File: config.mk
export PLATFORM = sky130hd
export DESIGN_NAME = ms_adpcm_stereo_decoder
export DESIGN_NICKNAME = d
export VERILOG_FILES = /design/src/rtl/ms_adpcm_pkg.sv /design/src/rtl/ms_adpcm_stereo_decoder.sv /design/src/rtl/ms_adpcm_fifo.sv /design/src/rtl/ms_adpcm_front.sv /design/src/rtl/ms_adpcm_back.sv
export SDC_FILE = /design/constraint.sdc
export NUM_CORES = 2
export LEC_CHECK = 0
export BUFFER_PORTS_ARGS = -buffer_cell sky130_fd_sc_hd__buf_2
export CAP_MARGIN = 20
export CELL_PAD_IN_SITES_DETAIL_PLACEMENT = 1
export CELL_PAD_IN_SITES_GLOBAL_PLACEMENT = 1
export CORE_ASPECT_RATIO = 0.75
export CORE_MARGIN = 4
export CORE_UTILIZATION = 53
export CTS_BUF_LIST = sky130_fd_sc_hd__clkbuf_8
export CTS_CLUSTER_SIZE = 24
export DETAILED_ROUTE_END_ITERATION = 12
export HOLD_SLACK_MARGIN = 0.15
export PLACE_DENSITY_LB_ADDON = 0.3
export SLEW_MARGIN = 10
export SYNTH_ARGS = -nofsm -noshare
export SYNTH_HDL_FRONTEND = slang
export SYNTH_SLANG_ARGS = --single-unit
File: constraint.sdc
create_clock -name i_clk -period 17.3 [get_ports i_clk]
set_input_delay 0.865 -clock i_clk [delete_from_list [all_inputs] [get_ports i_clk]]
set_output_delay 0.865 -clock i_clk [all_outputs]
set_load 0.01 [all_outputs]
File: src/rtl/ms_adpcm_pkg.sv
// ----------------------------------------------------------------------------
// MS ADPCM stereo decoder package
// Shared constants, command codes, types and coefficient tables.
// ----------------------------------------------------------------------------
package ms_adpcm_pkg;

    localparam int PREAMBLE_BYTES = 14;
    localparam int MIN_BLOCK      = 15;
    localparam int BLOCK_RESET    = 1024;
    localparam int CMD_DEPTH      = 2;
    localparam int OUT_DEPTH      = 2;
    localparam int MAX_SEL        = 6;

    typedef logic [3:0] t_op;

    localparam t_op OP_DATA    = 4'd0;
    localparam t_op OP_SEL_L   = 4'd1;
    localparam t_op OP_SEL_R   = 4'd2;
    localparam t_op OP_DELTA_L = 4'd3;
    localparam t_op OP_DELTA_R = 4'd4;
    localparam t_op OP_NEWER_L = 4'd5;
    localparam t_op OP_NEWER_R = 4'd6;
    localparam t_op OP_OLDER_L = 4'd7;
    localparam t_op OP_OLDER_R = 4'd8;

    typedef struct packed {
        t_op         op;
        logic [15:0] value;
    } t_cmd;

    typedef struct packed {
        logic signed [15:0] sample;
        logic signed [15:0] delta;
    } t_dec;

    function automatic logic signed [10:0] coef_a(input logic [2:0] sel);
        case (sel)
            3'd0:    return 11'sd256;
            3'd1:    return 11'sd512;
            3'd2:    return 11'sd0;
            3'd3:    return 11'sd192;
            3'd4:    return 11'sd240;
            3'd5:    return 11'sd460;
            default: return 11'sd392;
        endcase
    endfunction

    function automatic logic signed [9:0] coef_b(input logic [2:0] sel);
        case (sel)
            3'd0:    return 10'sd0;
            3'd1:    return -10'sd256;
            3'd2:    return 10'sd0;
            3'd3:    return 10'sd64;
            3'd4:    return 10'sd0;
            3'd5:    return -10'sd208;
            default: return -10'sd232;
        endcase
    endfunction

    function automatic logic [9:0] adapt(input logic [3:0] nib);
        case (nib)
            4'd4:    return 10'd307;
            4'd5:    return 10'd409;
            4'd6:    return 10'd512;
            4'd7:    return 10'd614;
            4'd8:    return 10'd768;
            4'd9:    return 10'd614;
            4'd10:   return 10'd512;
            4'd11:   return 10'd409;
            4'd12:   return 10'd307;
            default: return 10'd230;
        endcase
    endfunction

    // divide by 256, truncating toward zero
    function automatic logic signed [19:0] div256(input logic signed [27:0] v);
        logic signed [19:0] q;
        q = v[27:8];
        if (v[27] && (v[7:0] != 8'd0)) begin
            q = q + 20'sd1;
        end
        return q;
    endfunction

endpackage

File: src/rtl/ms_adpcm_stereo_decoder.sv
// ----------------------------------------------------------------------------
// MS ADPCM stereo decoder
// Decodes stereo MS ADPCM data-chunk bytes into 16-bit PCM sample pairs.
// ----------------------------------------------------------------------------
// Usage:
//   Input queue: drive i_in_byte and raise push; the word is taken at a clock
//   edge where push is high and full is low. The first word after reset
//   starts a block. Preamble words (14 per block) give no result; every data
//   word gives one left/right pair.
//   Result queue: while empty is low, o_left_sample/o_right_sample hold the
//   oldest pair; raise pop to take it.
//   Config: write block_size on i_cfg_data with i_cfg_valid; o_cfg_ready is
//   always high. Write only while the decoder is idle.
//   Flow: taken words pass the registered command queue to the back end; each
//   data word writes both channels' older samples to the result queue. Throughput:
//   one word per cycle while the result queue has room, set by the per-channel decode.
//   Reset: synchronous, active low; clears the block position, the channel
//   state and both queues, and sets block_size to 1024.
//   Stall: while pop stays low the result queue fills, the back end stops on
//   data words, and full rises once the command queue holds two words.
// ----------------------------------------------------------------------------
module ms_adpcm_stereo_decoder #(
    parameter int CMD_DEPTH = ms_adpcm_pkg::CMD_DEPTH,
    parameter int OUT_DEPTH = ms_adpcm_pkg::OUT_DEPTH
) (
    input  logic        i_clk,
    input  logic        i_rst_n,
    input  logic        i_cfg_valid,
    output logic        o_cfg_ready,
    input  logic [15:0] i_cfg_data,
    input  logic        push,
    output logic        full,
    input  logic [7:0]  i_in_byte,
    output logic        empty,
    input  logic        pop,
    output logic [15:0] o_left_sample,
    output logic [15:0] o_right_sample
);

    import ms_adpcm_pkg::*;

    logic        in_accept;
    logic        cmd_wr;
    t_cmd        cmd_in;
    t_cmd        cmd_out;
    logic        cmd_empty;
    logic        cmd_pop;
    logic        out_wr;
    logic        out_full;
    logic        out_pop;
    logic [15:0] out_left;
    logic [15:0] out_right;
    logic [31:0] out_data;

    assign o_cfg_ready = 1'b1;
    assign in_accept   = push && !full;
    assign out_pop     = pop && !empty;

    ms_adpcm_front u_front (
        .i_clk       (i_clk),
        .i_rst_n     (i_rst_n),
        .i_cfg_valid (i_cfg_valid),
        .i_cfg_data  (i_cfg_data),
        .i_accept    (in_accept),
        .i_in_byte   (i_in_byte),
        .o_cmd_wr    (cmd_wr),
        .o_cmd       (cmd_in)
    );

    ms_adpcm_fifo #(
        .WIDTH ($bits(t_cmd)),
        .DEPTH (CMD_DEPTH)
    ) u_cmd_fifo (
        .i_clk   (i_clk),
        .i_rst_n (i_rst_n),
        .i_wr    (cmd_wr),
        .i_data  (cmd_in),
        .i_rd    (cmd_pop),
        .o_data  (cmd_out),
        .o_empty (cmd_empty),
        .o_full  (full)
    );

    ms_adpcm_back u_back (
        .i_clk       (i_clk),
        .i_rst_n     (i_rst_n),
        .i_cmd_valid (!cmd_empty),
        .i_cmd       (cmd_out),
        .o_cmd_pop   (cmd_pop),
        .i_out_ready (!out_full || out_pop),
        .o_out_wr    (out_wr),
        .o_out_left  (out_left),
        .o_out_right (out_right)
    );

    ms_adpcm_fifo #(
        .WIDTH (32),
        .DEPTH (OUT_DEPTH)
    ) u_out_fifo (
        .i_clk   (i_clk),
        .i_rst_n (i_rst_n),
        .i_wr    (out_wr),
        .i_data  ({out_left, out_right}),
        .i_rd    (out_pop),
        .o_data  (out_data),
        .o_empty (empty),
        .o_full  (out_full)
    );

    assign o_left_sample  = out_data[31:16];
    assign o_right_sample = out_data[15:0];

endmodule

File: src/rtl/ms_adpcm_fifo.sv
// ----------------------------------------------------------------------------
// MS ADPCM small FIFO
// Register-based first-in first-out queue used between the decoder stages.
// ----------------------------------------------------------------------------
module ms_adpcm_fifo #(
    parameter int WIDTH = 8,
    parameter int DEPTH = 2
) (
    input  logic             i_clk,
    input  logic             i_rst_n,
    input  logic             i_wr,
    input  logic [WIDTH-1:0] i_data,
    input  logic             i_rd,
    output logic [WIDTH-1:0] o_data,
    output logic             o_empty,
    output logic             o_full
);

    localparam int PW = (DEPTH > 1) ? $clog2(DEPTH) : 1;
    localparam int CW = $clog2(DEPTH + 1);

    logic [WIDTH-1:0] r_mem [DEPTH];
    logic [PW-1:0]    r_wptr, n_wptr;
    logic [PW-1:0]    r_rptr, n_rptr;
    logic [CW-1:0]    r_count, n_count;

    function automatic logic [PW-1:0] wrap_inc(input logic [PW-1:0] p);
        if (p == PW'(DEPTH - 1)) begin
            return '0;
        end
        return p + PW'(1);
    endfunction

    always_comb begin
        n_wptr  = i_wr ? wrap_inc(r_wptr) : r_wptr;
        n_rptr  = i_rd ? wrap_inc(r_rptr) : r_rptr;
        n_count = r_count + CW'(i_wr) - CW'(i_rd);
    end

    always_ff @(posedge i_clk) begin
        if (!i_rst_n) begin
            r_wptr  <= '0;
            r_rptr  <= '0;
            r_count <= '0;
        end else begin
            r_wptr  <= n_wptr;
            r_rptr  <= n_rptr;
            r_count <= n_count;
        end
    end

    always_ff @(posedge i_clk) begin
        if (i_wr) begin
            r_mem[r_wptr] <= i_data;
        end
    end

    assign o_data  = r_mem[r_rptr];
    assign o_empty = (r_count == '0);
    assign o_full  = (r_count == CW'(DEPTH));

endmodule

File: src/rtl/ms_adpcm_front.sv
// ----------------------------------------------------------------------------
// MS ADPCM front end
// Tracks the block position, assembles preamble values and issues commands.
// ----------------------------------------------------------------------------
module ms_adpcm_front (
    input  logic                i_clk,
    input  logic                i_rst_n,
    input  logic                i_cfg_valid,
    input  logic [15:0]         i_cfg_data,
    input  logic                i_accept,
    input  logic [7:0]          i_in_byte,
    output logic                o_cmd_wr,
    output ms_adpcm_pkg::t_cmd  o_cmd
);

    import ms_adpcm_pkg::*;

    logic [15:0] r_block_size;
    logic [15:0] r_pos, n_pos;
    logic [7:0]  r_low, n_low;
    logic [15:0] size_eff;
    logic [16:0] pos_inc;
    logic        in_pre;

    always_comb begin
        size_eff = (r_block_size < 16'(MIN_BLOCK)) ? 16'(MIN_BLOCK) : r_block_size;
        pos_inc  = {1'b0, r_pos} + 17'd1;
        in_pre   = (r_pos < 16'(PREAMBLE_BYTES));
        n_pos    = r_pos;
        n_low    = r_low;
        o_cmd_wr = 1'b0;
        o_cmd.op    = OP_DATA;
        o_cmd.value = {8'd0, i_in_byte};
        if (i_accept) begin
            if (in_pre) begin
                n_pos    = pos_inc[15:0];
                o_cmd_wr = 1'b1;
                o_cmd.value = {i_in_byte, r_low};
                case (r_pos[3:0])
                    4'd0: begin
                        o_cmd.op    = OP_SEL_L;
                        o_cmd.value = (i_in_byte > 8'(MAX_SEL)) ? 16'(MAX_SEL)
                                                                : {8'd0, i_in_byte};
                    end
                    4'd1: begin
                        o_cmd.op    = OP_SEL_R;
                        o_cmd.value = (i_in_byte > 8'(MAX_SEL)) ? 16'(MAX_SEL)
                                                                : {8'd0, i_in_byte};
                    end
                    4'd3:  o_cmd.op = OP_DELTA_L;
                    4'd5:  o_cmd.op = OP_DELTA_R;
                    4'd7:  o_cmd.op = OP_NEWER_L;
                    4'd9:  o_cmd.op = OP_NEWER_R;
                    4'd11: o_cmd.op = OP_OLDER_L;
                    4'd13: o_cmd.op = OP_OLDER_R;
                    default: begin
                        o_cmd_wr = 1'b0;
                        n_low    = i_in_byte;
                    end
                endcase
            end else begin
                o_cmd_wr = 1'b1;
                n_pos    = (pos_inc >= {1'b0, size_eff}) ? 16'd0 : pos_inc[15:0];
            end
        end
    end

    always_ff @(posedge i_clk) begin
        if (!i_rst_n) begin
            r_block_size <= 16'(BLOCK_RESET);
            r_pos        <= '0;
            r_low        <= '0;
        end else begin
            if (i_cfg_valid) begin
                r_block_size <= i_cfg_data;
            end
            r_pos <= n_pos;
            r_low <= n_low;
        end
    end

endmodule

File: src/rtl/ms_adpcm_back.sv
// ----------------------------------------------------------------------------
// MS ADPCM back end
// Holds per-channel predictor state, loads preamble values, decodes nibbles.
// ----------------------------------------------------------------------------
module ms_adpcm_back (
    input  logic                i_clk,
    input  logic                i_rst_n,
    input  logic                i_cmd_valid,
    input  ms_adpcm_pkg::t_cmd  i_cmd,
    output logic                o_cmd_pop,
    input  logic                i_out_ready,
    output logic                o_out_wr,
    output logic [15:0]         o_out_left,
    output logic [15:0]         o_out_right
);

    import ms_adpcm_pkg::*;

    logic [2:0]         r_sel   [2];
    logic signed [15:0] r_delta [2];
    logic signed [15:0] r_newer [2];
    logic signed [15:0] r_older [2];
    t_dec               dec     [2];
    logic               is_data;
    logic               fire;

    function automatic t_dec decode(
        input logic [2:0]         sel,
        input logic [3:0]         nib,
        input logic signed [15:0] delta,
        input logic signed [15:0] newer,
        input logic signed [15:0] older
    );
        t_dec               d;
        logic signed [26:0] p1;
        logic signed [25:0] p2;
        logic signed [27:0] psum;
        logic signed [19:0] cd;
        logic signed [20:0] pred;
        logic signed [26:0] dp;
        logic signed [19:0] nd;
        p1   = 27'(newer) * 27'(coef_a(sel));
        p2   = 26'(older) * 26'(coef_b(sel));
        psum = 28'(p1) + 28'(p2);
        cd   = 20'(delta) * 20'($signed(nib));
        pred = 21'(div256(psum)) + 21'(cd);
        if (pred < -21'sd32768) begin
            d.sample = -16'sd32768;
        end else if (pred > 21'sd32767) begin
            d.sample = 16'sd32767;
        end else begin
            d.sample = pred[15:0];
        end
        dp = 27'($signed({1'b0, adapt(nib)})) * 27'(delta);
        nd = div256(28'(dp));
        if (nd < 20'sd16) begin
            d.delta = 16'sd16;
        end else if (nd > 20'sd32767) begin
            d.delta = 16'sd32767;
        end else begin
            d.delta = nd[15:0];
        end
        return d;
    endfunction

    always_comb begin
        dec[0] = decode(r_sel[0], i_cmd.value[7:4], r_delta[0], r_newer[0], r_older[0]);
        dec[1] = decode(r_sel[1], i_cmd.value[3:0], r_delta[1], r_newer[1], r_older[1]);
    end

    assign is_data     = (i_cmd.op == OP_DATA);
    assign fire        = i_cmd_valid && (!is_data || i_out_ready);
    assign o_cmd_pop   = fire;
    assign o_out_wr    = fire && is_data;
    assign o_out_left  = r_older[0];
    assign o_out_right = r_older[1];

    always_ff @(posedge i_clk) begin
        if (!i_rst_n) begin
            for (int c = 0; c < 2; c++) begin
                r_sel[c]   <= '0;
                r_delta[c] <= '0;
                r_newer[c] <= '0;
                r_older[c] <= '0;
            end
        end else if (fire) begin
            case (i_cmd.op)
                OP_DATA: begin
                    for (int c = 0; c < 2; c++) begin
                        r_older[c] <= r_newer[c];
                        r_newer[c] <= dec[c].sample;
                        r_delta[c] <= dec[c].delta;
                    end
                end
                OP_SEL_L:   r_sel[0]   <= i_cmd.value[2:0];
                OP_SEL_R:   r_sel[1]   <= i_cmd.value[2:0];
                OP_DELTA_L: r_delta[0] <= i_cmd.value;
                OP_DELTA_R: r_delta[1] <= i_cmd.value;
                OP_NEWER_L: r_newer[0] <= i_cmd.value;
                OP_NEWER_R: r_newer[1] <= i_cmd.value;
                OP_OLDER_L: r_older[0] <= i_cmd.value;
                OP_OLDER_R: r_older[1] <= i_cmd.value;
                default: ;
            endcase
        end
    end

endmodule

==> summary.txt <==
GRT
  – Largest net degree at the start of global routing: 60
  – Global-route wire length before repair: 232000 um
  – Vias in the first global route: 41.0k
  – Gr ovfl total: 0
  – Gr usage total: 29.9%
  – Initial antenna violation count: 4

Drt
  – Routed Wire Length: 145000 um
  – Metal-1 WL: 64500 um
  – Via count: 36.8k
  – Drt wl/cell: 22.5 um
  – Highest metal used: met5
  – Post-DRT Antenna Nets: 0
  – Iter 0 DRT Violations: 2999
  – Routed wl met3: 12200 um
  – Drt drc: 0
  – First drt pass iteration count: 5
  – Met2 Wirelength: 65300 um
  – Vias per inst: 5.72

Setup path
  – Worst EP arrival: 14.61 ns
  – Worst Setup Start Kind: register
  – Worst path max stage delay: 0.78 ns
  – Worst path top cell family by delay: adder cells
  – Setup crit start: u_back.r_sel[0][1]
  – WP data required: 17.70 ns
  – WP depth: 41
  – Reg2reg start: u_back.r_sel[0][1]
  – Register-to-register setup slack: 3.10 ns
  – Largest fanout on the critical path: 23
  – Slowest CP cell: nor2_1
  – Most used cell along the critical path: fa_1
  – Critical path class: reg -> reg
  – R2r worst-path depth: 41
  – Worst Setup End Kind: register
  – Endpoint of the lowest-slack register-to-register path: u_back.r_newer[0][12]
  – Worst setup path end: u_back.r_newer[0][12]
  – WP buf/inv: 7

Timing
  – Fmax: 70.4 MHz
  – Max-slew headroom at the worst pin: 21.7%
  – Slew @ Worst Pin: 1.17 ns
  – Final worst-path cycle share: 82.1%
  – Final hold vios: 0
  – # setup viols final: 0
  – Setup tns final: 0 ns
  – Final Skew: 0.0419 ns
  – Count of pins over their slew limit: 0
  – RSZ-0062 raised after global routing: no
  – Fin crit period: 14.20 ns

Synthesis
  – Syn Inst Count: 5214
  – Syn_nets: 6559
  – #FFs+latches synth: 256
  – Xor/xnor share of the synthesized area: 3.87%
  – Register area share after synthesis: 14.5%
  – Post-synthesis mux area share: 2.09%
  – Post-Synth Adder-Cell Area: 45.9%
  – Count of cell types in the netlist: 100
  – Yosys warning count: 0
  – Syn Std Cell Area: 0.0494 mm2
  – Async set or reset register ratio after synthesis: 0%
  – Most common flop cell mapped by yosys: edfxtp_1
  – Synth Area per Inst: 9.48 um2
  – Post-synth EDFFs: 206
  – Post-synthesis simple-gate area fraction: 16.1%
  – Synth area leader: fa_1
  – Top post-synthesis cells by area: fa_1, edfxtp_1, ha_1
  – Synth top area share: 33.6%
  – Largest family of logic cells by synthesized area: adder cells
  – Compound-cell area share of the yosys netlist: 8.09%

Clock tree
  – Root buffer cell: clkbuf_8
  – H-tree Lvls: 2
  – Setup bufs post-CTS: 0
  – Clock Latency Late Sink: 0.59 ns
  – Hold-fix buffer count after cts: 0
  – CTS sink cnt: 256
  – Total CTS buffers: 35
  – TritonCTS clock tree: done
  – Clock buffer depth: 3
  – Reg clk slew, reported paths: 0.08 ns
  – # resized after CTS: 0

Floorplanning
  – Core Region: 0.0920 mm2
  – DIE WIDTH: 361 um
  – Die H: 272 um
  – Die ar.: 0.0983 mm2
  – I/O pins: 64
  – Starting Density: 53.7%
  – Row count: 96

Layout
  – Layout area overhead: 4.54%
  – Nets: 6526
  – Fraction of layout cells with a size suffix above 1: 5.09%
  – Final non-filler cell total: 6432

Placement
  – Input/output buffers: 62
  – HPWL Detailed: 122000 um
  – Routability cong.: 0.897
  – DP Cell Count: 6366

Hold path
  – Worst min path class: in -> reg

Run
  – Max-Cap Viols: 0

Outcome
  – Status: completed
cells by family (layout without fill, tap and decap cells):
kind of cell    after synthesis  in the layout
other cells                   1              3
xor+xnor                    216            216
buf+inv                    1231           1222
compound gates              596            596
fa+ha+maj                  1316           1316
simple gates               1503           1503
flops                       256            256
mux                          95             95
worst min path at each step:
| stage | end | cells after the start | slack (ns) | start |
|---|---|---|---|---|
| 6_report | u_front.r_block_size[10] | 3 | 0.51 | i_cfg_data[10] |
| 5_1_grt | u_front.r_block_size[10] | 3 | 0.51 | i_cfg_data[10] |
| 4_1_cts | u_front.r_block_size[10] | 3 | 0.50 | i_cfg_data[10] |
| 3_5_place_dp | u_front.r_block_size[10] | 2 | 0.51 | u_front.r_block_size[10] |
| 3_3_place_gp | u_front.r_low[6] | 2 | 0.50 | u_front.r_low[6] |
| 2_1_floorplan | u_front.r_block_size[10] | 2 | 0.48 | u_front.r_block_size[10] |
cell usage in the layout (no fill, tap or decap), types with 15 or more instances in the layout:
cell	netlist	layout
inv_1	1049	1054
fa_1	829	829
ha_1	487	487
and2_1	400	400
nand2_1	368	368
nor2_1	212	212
edfxtp_1	206	206
xnor2_1	140	140
o21ai_0	128	124
a21oi_1	123	123
nor2b_1	105	105
and3_1	105	105
a21o_1	82	82
xor2_1	74	74
nand3_1	64	64
buf_2	5	62
nand2b_1	57	57
mux2_2	53	53
dfxtp_1	50	50
nor3_1	50	49
buf_4	3	47
mux2i_1	39	38
clkbuf_8	0	35
o21a_1	31	31
o211ai_1	24	24
a211oi_1	23	23
or3_1	22	22
nand4_1	22	22
a31oi_1	19	19
o21ai_1	13	17
o22ai_1	16	16
o21bai_1	16	16
o31ai_1	15	15
nor4_1	15	15
nor3b_1	17	15
per-layer routing:
metal / GRT usage [%] / vias to the layer above
li1: - / 16500
met1: 42.5 / 18900
met2: 47.4 / 1250
met3: 6.94 / 191
met4: 5.34 / 4
met5: 0 / -
flip-flops by register name, indices dropped and copies added, names as in the netlist, 8 cells and up, named ones only:
name / count
u_back.r_delta: 32
u_back.r_newer: 32
u_back.r_older: 32
u_cmd_fifo.r_mem: 40
u_front.r_block_size: 16
u_front.r_low: 8
u_front.r_pos: 16
u_out_fifo.r_mem: 64
cells in the mapped netlist, drive strengths merged (7+ instances only):
master and count:
o21a 32, o211a 7, a2111oi 7, or2 14, mux2i 41, nand4 22, o21ai 141, a21o 82
nand2b 57, edfxtp 206, ha 487, a21boi 10, nor2 212, a21oi 125, dfxtp 50, a31oi 19
fa 829, or4 11, buf 21, o31ai 15, a41oi 7, mux2 54, or3 22, nor2b 105
and4 9, o211ai 25, o221ai 8, clkbuf 159, a211oi 29, and3 105, inv 1050, nor4 16
and2 402, nand2 370, xnor2 141, o21bai 16, o22ai 17, nand3 66, xor2 74, nor3b 17
nor3 51
metrics by stage:
stage                     hold slack [ns]  util [%]  area (um2)  setup slack, ns
after floorplan                     0.475         -       49400             5.31
after global placement              0.499      55.4       50900             3.72
after detailed placement            0.513      55.4       50900             3.22
after CTS                           0.499      56.1       51600             3.13
after global routing                0.514      56.2       51700             2.28
final                               0.514      56.2       51700             3.10
area by class of cell:
cell class	count	area (um2)
diodes	2	5.00
inverters	1051	3950
clock buffers	35	482
repair buffers	110	674
well taps	1225	1530
fillers	10500	40300
multi-input cells	3727	37600
clock inverters	26	225
flip-flops and latches	256	7190
worst min-delay path, stage by stage:
cell and delay, ns:
buf_2 0.08, nand2_1 0.05, o211ai_1 0.07
Power is not shown: default switching activity piles up to over one toggle a cycle in this logic, so the estimate is an artifact.
